**src/rtl/core/plt_pkg.sv**
```systemverilog
`default_nettype none
// ----------------------------------------------------------------------------
// plt_pkg
// Command and status codes shared by the positional list table.
// ----------------------------------------------------------------------------
package plt_pkg;

	typedef logic [1:0] cmd_t;
	typedef logic [1:0] status_t;

	localparam cmd_t CMD_APPEND = 2'd0;
	localparam cmd_t CMD_INSERT = 2'd1;
	localparam cmd_t CMD_DELETE = 2'd2;
	localparam cmd_t CMD_LOCATE = 2'd3;

	localparam status_t ST_OK    = 2'd0;
	localparam status_t ST_FULL  = 2'd1;
	localparam status_t ST_RANGE = 2'd2;

endpackage
`default_nettype wire

```
**src/rtl/core/positional_list_table_top.sv**
```systemverilog
`default_nettype none
// ----------------------------------------------------------------------------
// positional_list_table_top
// Packed list of signed 32-bit entries with append, insert, delete, locate.
// ----------------------------------------------------------------------------
// Usage: one request on the in channel (cmd, index, item_value) gives one
// result on the out channel (status, removed_value, found, position, count).
// Entries live in a single RAM; one pointer adder and one equality compare
// walk it one entry per step (read, then write or compare).
// Append, or any refused request, answers straight from idle; insert walks
// down from the end shifting entries up, delete captures the removed entry
// and walks up shifting entries down, locate walks up from the front.
// The block takes one request at a time; in_ready is high only while idle
// and the output register is empty or being read in the same cycle, so a
// stalled result holds off the next request; a finished walk likewise holds
// until the output register frees up.
// Reset empties the list (count zero) and drops any pending result; the
// RAM contents are not cleared and need no clearing pass.
// ----------------------------------------------------------------------------
module positional_list_table_top #(
	parameter int DEPTH = 16
) (
	input  wire logic                         clk,
	input  wire logic                         arst_n,
	input  wire logic                         in_valid,
	output logic                              in_ready,
	input  wire plt_pkg::cmd_t                cmd,
	input  wire logic [$clog2(DEPTH+1)-1:0]   index,
	input  wire logic signed [31:0]           item_value,
	output logic                              out_valid,
	input  wire logic                         out_ready,
	output plt_pkg::status_t                  status,
	output logic signed [31:0]                removed_value,
	output logic                              found,
	output logic [$clog2(DEPTH+1)-1:0]        position,
	output logic [$clog2(DEPTH+1)-1:0]        count
);

	import plt_pkg::*;

	localparam int CNT_W  = $clog2(DEPTH + 1);
	localparam int ADDR_W = $clog2(DEPTH);
	localparam logic [CNT_W-1:0] DEPTH_C = CNT_W'(DEPTH);

	localparam logic [1:0] S_IDLE = 2'd0;
	localparam logic [1:0] S_CAP  = 2'd1;
	localparam logic [1:0] S_RD   = 2'd2;
	localparam logic [1:0] S_WR   = 2'd3;

	logic [1:0]       state_q, state_d;
	cmd_t             cmd_q;
	logic [CNT_W-1:0] idx_q;
	logic [31:0]      val_q;
	logic [CNT_W-1:0] fill_q, fill_d;
	logic [CNT_W-1:0] ptr_q, ptr_d, ptr_nx;
	logic [31:0]      removed_q, removed_d;

	logic             out_valid_q;
	status_t          status_q;
	logic [31:0]      removed_out_q;
	logic             found_q;
	logic [CNT_W-1:0] pos_q;
	logic [CNT_W-1:0] count_q;

	logic             slot_free;
	logic             accept;
	logic             done;
	status_t          r_status;
	logic [31:0]      r_removed;
	logic             r_found;
	logic [CNT_W-1:0] r_pos;

	logic              ram_we;
	logic [ADDR_W-1:0] ram_waddr;
	logic [31:0]       ram_wdata;
	logic              ram_re;
	logic [ADDR_W-1:0] ram_raddr;
	logic [31:0]       ram_rdata;

	plt_ram #(
		.WIDTH (32),
		.DEPTH (DEPTH)
	) u_ram (
		.clk   (clk),
		.we    (ram_we),
		.waddr (ram_waddr),
		.wdata (ram_wdata),
		.re    (ram_re),
		.raddr (ram_raddr),
		.rdata (ram_rdata)
	);

	assign slot_free = !out_valid_q || out_ready;
	assign in_ready  = (state_q == S_IDLE) && slot_free;
	assign accept    = in_valid && in_ready;

	// shared pointer step: down for insert, up otherwise
	assign ptr_nx = CNT_W'(ptr_q + ((cmd_q == CMD_INSERT) ? {CNT_W{1'b1}} : CNT_W'(1)));

	always_comb begin
		state_d   = state_q;
		fill_d    = fill_q;
		ptr_d     = ptr_q;
		removed_d = removed_q;
		done      = 1'b0;
		r_status  = ST_OK;
		r_removed = '0;
		r_found   = 1'b0;
		r_pos     = '0;
		ram_we    = 1'b0;
		ram_waddr = ptr_q[ADDR_W-1:0];
		ram_wdata = ram_rdata;
		ram_re    = 1'b0;
		ram_raddr = ptr_nx[ADDR_W-1:0];

		unique case (state_q)
			S_IDLE: begin
				if (accept) begin
					unique case (cmd)
						CMD_APPEND: begin
							done = 1'b1;
							if (fill_q >= DEPTH_C) begin
								r_status = ST_FULL;
							end else begin
								ram_we    = 1'b1;
								ram_waddr = fill_q[ADDR_W-1:0];
								ram_wdata = item_value;
								fill_d    = CNT_W'(fill_q + 1'b1);
							end
						end
						CMD_INSERT: begin
							if (index > fill_q) begin
								done     = 1'b1;
								r_status = ST_RANGE;
							end else if (fill_q >= DEPTH_C) begin
								done     = 1'b1;
								r_status = ST_FULL;
							end else begin
								ptr_d   = fill_q;
								state_d = S_RD;
							end
						end
						CMD_DELETE: begin
							if (index >= fill_q) begin
								done     = 1'b1;
								r_status = ST_RANGE;
							end else begin
								ram_re    = 1'b1;
								ram_raddr = index[ADDR_W-1:0];
								ptr_d     = index;
								state_d   = S_CAP;
							end
						end
						CMD_LOCATE: begin
							ptr_d   = '0;
							state_d = S_RD;
						end
						default: begin
							state_d = S_IDLE;
						end
					endcase
				end
			end
			S_CAP: begin
				removed_d = ram_rdata;
				state_d   = S_RD;
			end
			S_RD: begin
				case (cmd_q)
					CMD_INSERT: begin
						if (ptr_q == idx_q) begin
							if (slot_free) begin
								ram_we    = 1'b1;
								ram_wdata = val_q;
								fill_d    = CNT_W'(fill_q + 1'b1);
								done      = 1'b1;
								state_d   = S_IDLE;
							end
						end else begin
							ram_re  = 1'b1;
							state_d = S_WR;
						end
					end
					CMD_DELETE: begin
						if (ptr_nx < fill_q) begin
							ram_re  = 1'b1;
							state_d = S_WR;
						end else if (slot_free) begin
							fill_d    = CNT_W'(fill_q - 1'b1);
							r_removed = removed_q;
							done      = 1'b1;
							state_d   = S_IDLE;
						end
					end
					CMD_LOCATE: begin
						if (ptr_q < fill_q) begin
							ram_re    = 1'b1;
							ram_raddr = ptr_q[ADDR_W-1:0];
							state_d   = S_WR;
						end else if (slot_free) begin
							done    = 1'b1;
							state_d = S_IDLE;
						end
					end
					default: begin
						state_d = S_IDLE;
					end
				endcase
			end
			S_WR: begin
				case (cmd_q) inside
					CMD_INSERT, CMD_DELETE: begin
						ram_we  = 1'b1;
						ptr_d   = ptr_nx;
						state_d = S_RD;
					end
					CMD_LOCATE: begin
						if (ram_rdata == val_q) begin
							if (slot_free) begin
								r_found = 1'b1;
								r_pos   = ptr_nx;
								done    = 1'b1;
								state_d = S_IDLE;
							end
						end else begin
							ptr_d   = ptr_nx;
							state_d = S_RD;
						end
					end
					default: begin
						state_d = S_IDLE;
					end
				endcase
			end
			default: begin
				state_d = S_IDLE;
			end
		endcase
	end

	always_ff @(posedge clk or negedge arst_n) begin
		if (!arst_n) begin
			state_q     <= S_IDLE;
			fill_q      <= '0;
			out_valid_q <= 1'b0;
		end else begin
			state_q <= state_d;
			fill_q  <= fill_d;
			if (done) begin
				out_valid_q <= 1'b1;
			end else if (out_ready) begin
				out_valid_q <= 1'b0;
			end
		end
	end

	always_ff @(posedge clk) begin
		ptr_q     <= ptr_d;
		removed_q <= removed_d;
		if (accept) begin
			cmd_q <= cmd;
			idx_q <= index;
			val_q <= item_value;
		end
		if (done) begin
			status_q      <= r_status;
			removed_out_q <= r_removed;
			found_q       <= r_found;
			pos_q         <= r_pos;
			count_q       <= fill_d;
		end
	end

	assign out_valid     = out_valid_q;
	assign status        = status_q;
	assign removed_value = removed_out_q;
	assign found         = found_q;
	assign position      = pos_q;
	assign count         = count_q;

`ifndef SYNTH
	a_ready_idle: assert property (@(posedge clk) disable iff (!arst_n)
		in_ready |-> (state_q == S_IDLE))
		else $error("request taken outside idle");

	a_fill_bound: assert property (@(posedge clk) disable iff (!arst_n)
		fill_q <= DEPTH_C)
		else $error("fill count above depth");

	a_append_grows: assert property (@(posedge clk) disable iff (!arst_n)
		(accept && (cmd == CMD_APPEND) && (fill_q < DEPTH_C))
		|=> (fill_q == CNT_W'($past(fill_q) + 1'b1)))
		else $error("append did not grow the list");

	a_found_pos: assert property (@(posedge clk) disable iff (!arst_n)
		(out_valid && found) |-> ((position != '0) && (position <= count)))
		else $error("found position out of list");

	a_refused_clean: assert property (@(posedge clk) disable iff (!arst_n)
		(out_valid && (status != ST_OK)) |-> ((removed_value == '0) && !found))
		else $error("refused request carries data");
`endif

endmodule
`default_nettype wire

```
**src/rtl/core/plt_ram.sv**
```systemverilog
`default_nettype none
// ----------------------------------------------------------------------------
// plt_ram
// Generic single write port, single read port RAM with registered read.
// ----------------------------------------------------------------------------
module plt_ram #(
	parameter int WIDTH = 32,
	parameter int DEPTH = 16
) (
	input  wire logic                     clk,
	input  wire logic                     we,
	input  wire logic [$clog2(DEPTH)-1:0] waddr,
	input  wire logic [WIDTH-1:0]         wdata,
	input  wire logic                     re,
	input  wire logic [$clog2(DEPTH)-1:0] raddr,
	output logic      [WIDTH-1:0]         rdata
);

	logic [WIDTH-1:0] mem_q [DEPTH];

	always_ff @(posedge clk) begin
		if (we) begin
			mem_q[waddr] <= wdata;
		end
		if (re) begin
			rdata <= mem_q[raddr];
		end
	end

endmodule
`default_nettype wire

```
**config.mk**
```make
export PLATFORM = sky130hd
export DESIGN_NAME = positional_list_table_top
export DESIGN_NICKNAME = d
export VERILOG_FILES = /design/src/rtl/core/plt_pkg.sv /design/src/rtl/core/positional_list_table_top.sv /design/src/rtl/core/plt_ram.sv
export SDC_FILE = /design/constraint.sdc
export NUM_CORES = 1
export LEC_CHECK = 0
export ABC_AREA = 1
export BUFFER_PORTS_ARGS = -buffer_cell sky130_fd_sc_hd__buf_4
export CORE_UTILIZATION = 35
export DETAILED_ROUTE_END_ITERATION = 8
export HOLD_SLACK_MARGIN = 0.08
export SETUP_SLACK_MARGIN = 0.02
export SLEW_MARGIN = 10
export SYNTH_ARGS = -nofsm -noshare
export SYNTH_HDL_FRONTEND = slang
export SYNTH_HIERARCHICAL = 1
export SYNTH_SLANG_ARGS = --single-unit
```
**constraint.sdc**
```tcl
create_clock -name clk -period 4.8 [get_ports clk]
set_clock_uncertainty 0.1 [all_clocks]
set_input_delay 0.24 -clock clk [delete_from_list [all_inputs] [get_ports clk]]
set_output_delay 0.24 -clock clk [all_outputs]
set_load 0.05 [all_outputs]
```
## Word level (Yosys, flattened, before mapping)

Memories as Yosys holds them, arrays and structs flattened. A register that Yosys moved wholly into a read port is not among the register bits.
Cells that the tools add are included.

| operators by class | value |
|---|---|
| $lt $le $gt $ge | 5 |
| reduce and logical (&&, ||, !) cells | 14 |
| add/sub/neg operators | 3 |
| bitwise gates (word level) | 6 |
| equality and inequality tests | 18 |
| mux-type cells | 86 |

Operator list:

| kind | count |
|---|---|
| $mux W32 | 6 |
| $mux W5 | 15 |
| $pmux W32 S2 | 1 |
| $mux W4 | 9 |
| $eq A32 B32 Y1 | 1 |
| $pmux W5 S2 | 3 |
| $mux W1 | 27 |
| $mux W2 | 13 |
| $pmux W2 S3 | 3 |
| $ne A3 B3 Y1 const B | 5 |
| $pmux W1 S3 | 5 |
| $pmux W5 S3 | 1 |
| $eq A2 B2 Y1 const B | 6 |
| $lt A5 B5 Y1 | 2 |
| $pmux W2 S4 | 1 |
| $pmux W4 S2 | 1 |
| $reduce_and A8 Y1 | 1 |
| $eq A2 B1 Y1 const B | 3 |
| $not A1 Y1 | 6 |
| $reduce_or A6 Y1 | 1 |
| $add A5 B1 Y5 const B | 1 |
| $add A5 B5 Y5 | 1 |
| $eq A5 B5 Y1 | 1 |
| $ge A5 B5 Y1 | 1 |
| other kinds (15) | 18 |

| storage, ports and cells | value |
|---|---|
| bits in writable memories | 512 |
| register bits | 129 |
| logic and storage cells | 146 |
| input bits | 43 |
| output and inout bits | 47 |
| memories | 1 |

Memories:

| name | words | bits a word | rd ports | clocked after memory_dff | write ports | line | text |
|---|---|---|---|---|---|---|---|
| u_ram.mem_q | 16 | 32 | 1 | 1 | 1 | plt_ram.sv:19 | `logic [WIDTH-1:0] mem_q [DEPTH];` |

## Depth between registers and ports, before layout

| logic depth | value |
|---|---|
| word-level depth | 8 |
| gate-level depth with buffers | 23 |
| depth with buffers taken out | 23 |

## Modules after synthesis

Netlist, hierarchy kept.

By module, submodules not included:

| module | area each (um^2) | times used | sequential area each (um^2) | cells each |
|---|---|---|---|---|
| plt_ram | 23050.9 | 1 | 16335.7 | 2120 |
| positional_list_table_top | 7314.5 | 1 | 3833.7 | 857 |

## Worst setup path after synthesis

OpenSTA, ideal clock, no wires.

| timing | value |
|---|---|
| path kind | flip-flop to flip-flop |
| start point | reg state_q[0] |
| end point | mem u_ram.mem_q[12][0] (enable) |
| clock period less this slack | 4899 ps |
| library setup time | 421 ps |
| path buffers | 2 |
| required time | 4279 ps |
| data arrival time | 4377 ps |
| slack | -99 ps |
| cell stages (with the launch flop) | 13 |
| path through | dfrtp_1 > inv_1 > ha_1 > buf_4 > inv_1 > nor2_2 > nand2_1 > inv_2 > nand3_2 > clkbuf_1 > o21ai_0 > nand3_1 > nor2_1 |

| on the way | value |
|---|---|
| elaborated cells between the ends (all ways) | 11 |
| classes of those cells | eq/ne (2); mux (6); reduce/logical (3) |

RTL lines:

| what | line | text |
|---|---|---|
| from (decl) | positional_list_table_top.sv:50 | `logic [1:0] state_q, state_d;` |
| from (signal assigned) | positional_list_table_top.sv:247 | `state_q <= state_d;` |
| $logic_not A2 Y1 | positional_list_table_top.sv:94 | `assign in_ready = (state_q == S_IDLE) && slot_free;` |
| $logic_and A1 B1 Y1 | positional_list_table_top.sv:94 |  |
| via in_ready | positional_list_table_top.sv:26 | `output logic in_ready,` |
| $logic_and A1 B1 Y1 | positional_list_table_top.sv:95 | `assign accept = in_valid && in_ready;` |
| via accept | positional_list_table_top.sv:66 | `logic accept;` |
| $mux W4 | positional_list_table_top.sv:118 | `if (accept) begin` |
| $mux W4 | positional_list_table_top.sv:116 | `unique case (state_q)` |
| via ram_waddr[3] | positional_list_table_top.sv:74 | `logic [ADDR_W-1:0] ram_waddr;` |
| to (decl) | plt_ram.sv:19 |  |

The timed path passes the listed nets, and every way through them passes these cells.

## Final worst setup path

| timing | value |
|---|---|
| start point | reg cmd_q[1] |
| end point | reg removed_out_q[6], in the netlist removed_value[6] (enable) |

| on the way | value |
|---|---|
| longest elaborated chain between the ends | 7 |
| elaborated cells between the ends (all ways) | 12 |
| classes of those cells | add/sub (1); order compare (1); eq/ne (3); mux (6); reduce/logical (1) |

RTL lines:

| what | line | text |
|---|---|---|
| from (decl) | positional_list_table_top.sv:51 | `cmd_t cmd_q;` |
| from (signal assigned) | positional_list_table_top.sv:261 | `cmd_q <= cmd;` |
| $eq A2 B1 Y1 | positional_list_table_top.sv:98 | `assign ptr_nx = CNT_W'(ptr_q + ((cmd_q == CMD_INSERT) ? {CNT_W{1'b1}} : CNT_W'(1)));` |
| $mux W5 | positional_list_table_top.sv:98 |  |
| $add A5 B5 Y5 | positional_list_table_top.sv:98 |  |
| via ptr_nx[4] | positional_list_table_top.sv:55 | `logic [CNT_W-1:0] ptr_q, ptr_d, ptr_nx;` |
| $lt A5 B5 Y1 | positional_list_table_top.sv:185 | `if (ptr_nx < fill_q) begin` |
| $mux W1 | positional_list_table_top.sv:185 |  |
| $pmux W1 S3 | positional_list_table_top.sv:169 | `case (cmd_q)` |
| $pmux W1 S3 | positional_list_table_top.sv:116 |  |
| via done | positional_list_table_top.sv:67 | `logic done;` |
| to (signal assigned) | positional_list_table_top.sv:267 | `removed_out_q <= r_removed;` |
| to (decl) | positional_list_table_top.sv:60 | `logic [31:0] removed_out_q;` |

The timed path passes the listed nets, and every way through them passes these cells.
A chain may end at the register's enable or synchronous reset.

==> impl_metrics.sql <==
INSERT INTO impl_metrics (metric_group, metric, value, unit) VALUES
('die', 'total_die_area', '87900', 'um2'),
('placement', 'dp.cells', '4156', ''),
('routing', 'detail_route.wl_per_cell', '17.9', 'um'),
('critical_path', 'critPathRequiredTime', '4.98', 'ns'),
('clocking', 'cts_root_buffer', 'clkbuf_16', ''),
('timing', 'final.min_clock_period', '4.21', 'ns'),
('finish', 'post-route-cell-area', '35200', 'um2'),
('critical_path', 'worst_setup_path_end_kind', 'flop', ''),
('critical_path', 'ff2ff_setup_slack', '0.59', 'ns'),
('placement', 'finalWeightedCongestion', '0.902', ''),
('die', 'placementRows', '107', ''),
('die', 'fp.dieW', '297', 'um'),
('timing', 'final.setup.tns', '0', 'ns'),
('grt', 'grt.overflow.total', '0', ''),
('clocking', 'post_cts_hold_buffer_count', '43', ''),
('clocking', 'clkTransAtPathRegs', '0.06', 'ns'),
('synth', 'syn_area_per_cell', '10.2', 'um2'),
('synth', 'post_synth_num_cell_types', '39', ''),
('timing', 'min_period_over_period', '87.8', '%'),
('finish', 'layout.cells.non_filler', '4318', ''),
('min_path', 'hold_class', 'input port to flop', ''),
('synth', 'synth-seq-area-share', '66.4', '%'),
('clocking', 'cts.repair.resized', '0', ''),
('timing', 'fmax', '0.237', 'GHz'),
('die', 'initial_utilization', '35.5', '%'),
('timing', 'grt_setup_unrepaired', 'no', ''),
('critical_path', 'category_of_the_most_critical_setup_path', 'flop to flop', ''),
('critical_path', 'crit-reg2reg-capture', 'removed_value[6]', ''),
('critical_path', 'start_kind', 'flop', ''),
('synth', 'synth_top_area_cell', 'edfxtp_1', ''),
('finish', 'share_of_layout_cells_above_drive_strength_1', '9.26', '%'),
('die', 'io_pins', '90', ''),
('finish', 'area_delta_synth_final', '16.1', '%'),
('clocking', 'clock_sinks', '673', ''),
('placement', 'detailed_place_hpwl', '45700', 'um'),
('timing', 'timing.final.max_slew_violations', '0', ''),
('synth', 'netlist_area', '30400', 'um2'),
('synth', 'yosys_warnings', '6', ''),
('critical_path', 'crit_path_end', 'removed_value[6]', ''),
('finish', 'fillCellCount', '8068', ''),
('clocking', 'postCtsSetupRepairBufs', '0', ''),
('outcome', 'status', 'completed', ''),
('critical_path', 'path_max_fanout', '45', ''),
('placement', 'place.port_buffers', '89', ''),
('synth', 'number_of_flip_flops_and_latches_in_the_synthesized_netlist', '673', ''),
('finish', 'most-common-layout-cells', '925 x nand2_1, 665 x edfxtp_1, 530 x inv_1', ''),
('routing', 'drc', '0', ''),
('timing', 'slew_headroom', '20.4', '%'),
('routing', 'dr_total_vias', '20400', ''),
('clocking', 'cts_max_path_buffers', '3', ''),
('routing', 'drt-vias-per-instance', '4.73', ''),
('clocking', 'cts_tree', 'yes', ''),
('die', 'fp.coreArea', '85500', 'um2'),
('grt', 'first_global_vias', '19200', ''),
('synth', 'syn_nets', '3050', ''),
('synth', 'synth_top_area_share', '65.8', '%'),
('synth', 'syn_inst', '2977', ''),
('finish', 'final_nets', '3197', ''),
('finish', 'num_antenna_cells', '0', ''),
('routing', '1st_iter_drt_viols', '1821', ''),
('timing', 'worst-slew-pin-transition', '1.19', 'ns'),
('critical_path', 'crit_arrival', '4.39', 'ns'),
('clocking', 'htreeDepth', '3', ''),
('critical_path', 'worst-r2r-cell-count', '24', ''),
('placement', 'placed_cell_area', '32600', 'um2'),
('die', 'die_h', '297', 'um'),
('routing', 'ant_nets', '0', ''),
('clocking', 'cts_made_buffers', '67', ''),
('clocking', 'worstSkewPairLatency', '0.62', 'ns'),
('grt', 'grt_first_pass_wirelength', '117000', 'um'),
('synth', 'yosys-top-cells-area', 'edfxtp_1 66%, nand2_1 11%, nand3_1 6.8%', ''),
('routing', 'routed_wirelength', '77400', 'um'),
('flow_run', 'drv.max_cap_violation_count', '0', ''),
('grt', 'grt_use_total', '17.7', '%'),
('critical_path', 'critPathLaunch', 'cmd_q[1]', ''),
('routing', 'drtPass1Iterations', '5', ''),
('critical_path', 'r2r_path_start', 'cmd_q[1]', ''),
('finish', 'commonest_non_fill_non_tap_cell_in_the_layout', 'nand2_1', ''),
('timing', 'final-hold-violation-count', '0', ''),
('grt', 'antenna_violations_before_repair', '0', ''),
('grt', 'grt_start_max_net_pins', '192', ''),
('timing', 'setup_viol', '0', '');
## layout make-up
class                      count  area, um2  share of cell area [%]
multi-input combinational   1637       7510                    21.3
timing repair buffer         206       1900                    5.40
clock buffer                  85       1810                    5.13
clock inverter                34        393                    1.11
sequential                   673      20200                    57.2
inverter                     539       2030                    5.76
tap                         1144       1430                    4.06
## stage by stage
| step | hold WS [ns] | util (%) | worst slack, ns |
|---|---|---|---|
| after CTS | 0.235 | 41.2 | 0.611 |
| after floorplan | -0.156 | - | -0.0986 |
| final | 0.270 | 41.2 | 0.585 |
| after detailed placement | -0.0217 | 38.1 | 0.644 |
| after global routing | 0.258 | 41.2 | 0.156 |
| after global placement | -0.0224 | 38.1 | 0.668 |
## synth_stat cells (all sizes together)
| cell type | number |
|---|---|
| o21bai | 1 |
| clkbuf | 23 |
| inv | 538 |
| o21ai | 62 |
| nor4 | 1 |
| nand3 | 414 |
| nand4 | 6 |
| and2 | 1 |
| xor2 | 12 |
| o2111ai | 1 |
| a21oi | 27 |
| or2 | 2 |
| ha | 30 |
| a22oi | 25 |
| a21boi | 1 |
| nor3 | 6 |
| nor2 | 102 |
| nand2 | 929 |
| xnor2 | 4 |
| o211ai | 5 |
| clkinv | 1 |
| dfrtp | 8 |
| a31oi | 1 |
| buf | 105 |
| a21o | 5 |
| nand3b | 2 |
| edfxtp | 665 |
## flip-flops by register name, indices dropped and copies added, names as in the netlist
signal / flops
u_ram/mem_q: 512
removed_q: 32
removed_value: 32
u_ram/rdata: 32
val_q: 32
count: 5
fill_q: 5
idx_q: 5
position: 5
ptr_q: 5
cmd_q: 2
state_q: 2
status: 2
found: 1
out_valid: 1
## critical path: stages, from the launching register on
cell,delay [ns]
edfxtp_1,0.45
inv_1,0.16
ha_1,0.33
nand2_1,0.09
inv_1,0.08
nor2_1,0.06
ha_1,0.17
a21oi_1,0.18
o21ai_0,0.15
xnor2_1,0.33
inv_1,0.10
ha_1,0.31
nand2_1,0.07
nor2_1,0.10
nand2_1,0.07
nand3_1,0.25
nand2_1,0.11
nand2_1,0.07
nand2_1,0.05
nand2_1,0.05
a21oi_1,0.06
nand2_1,0.08
nand2_1,0.12
inv_2,0.09
buf_12,0.25
## per-layer routing
layer  vias to the layer above  global-route usage [%]  share of wire, %
met3                       132                    2.63               6.8
met1                      9682                    23.8                43
met4                         0                    6.39               2.8
li1                       9946                       -                 -
met5                         -                       0                 0
met2                       660                    29.1                47
## cell families after synthesis
| family | share of synthesized area (%) |
|---|---|
| AO/OA/AOI/OAI | 2.47 |
| XOR/XNOR | 0.461 |
| flip-flops | 66.4 |
| AND/OR/NAND/NOR | 20.1 |
| buffers and inverters | 9.36 |
| adder cells (fa/ha/maj) | 1.24 |
## worst min-delay path by stage
stage                   start   endpoint  slack, ns  depth (start not counted)
4_1_cts        item_value[25]  val_q[25]       0.23                          2
5_1_grt        item_value[25]  val_q[25]       0.26                          2
2_1_floorplan          arst_n  fill_q[0]      -0.16                          0
3_3_place_gp           arst_n  fill_q[4]      -0.02                          1
6_report       item_value[23]  val_q[23]       0.27                          2
3_5_place_dp           arst_n  out_valid      -0.02                          1
Power is left out: the tool's default activity adds up to more than one toggle a clock period on the data nets, which glitch-free logic cannot reach.
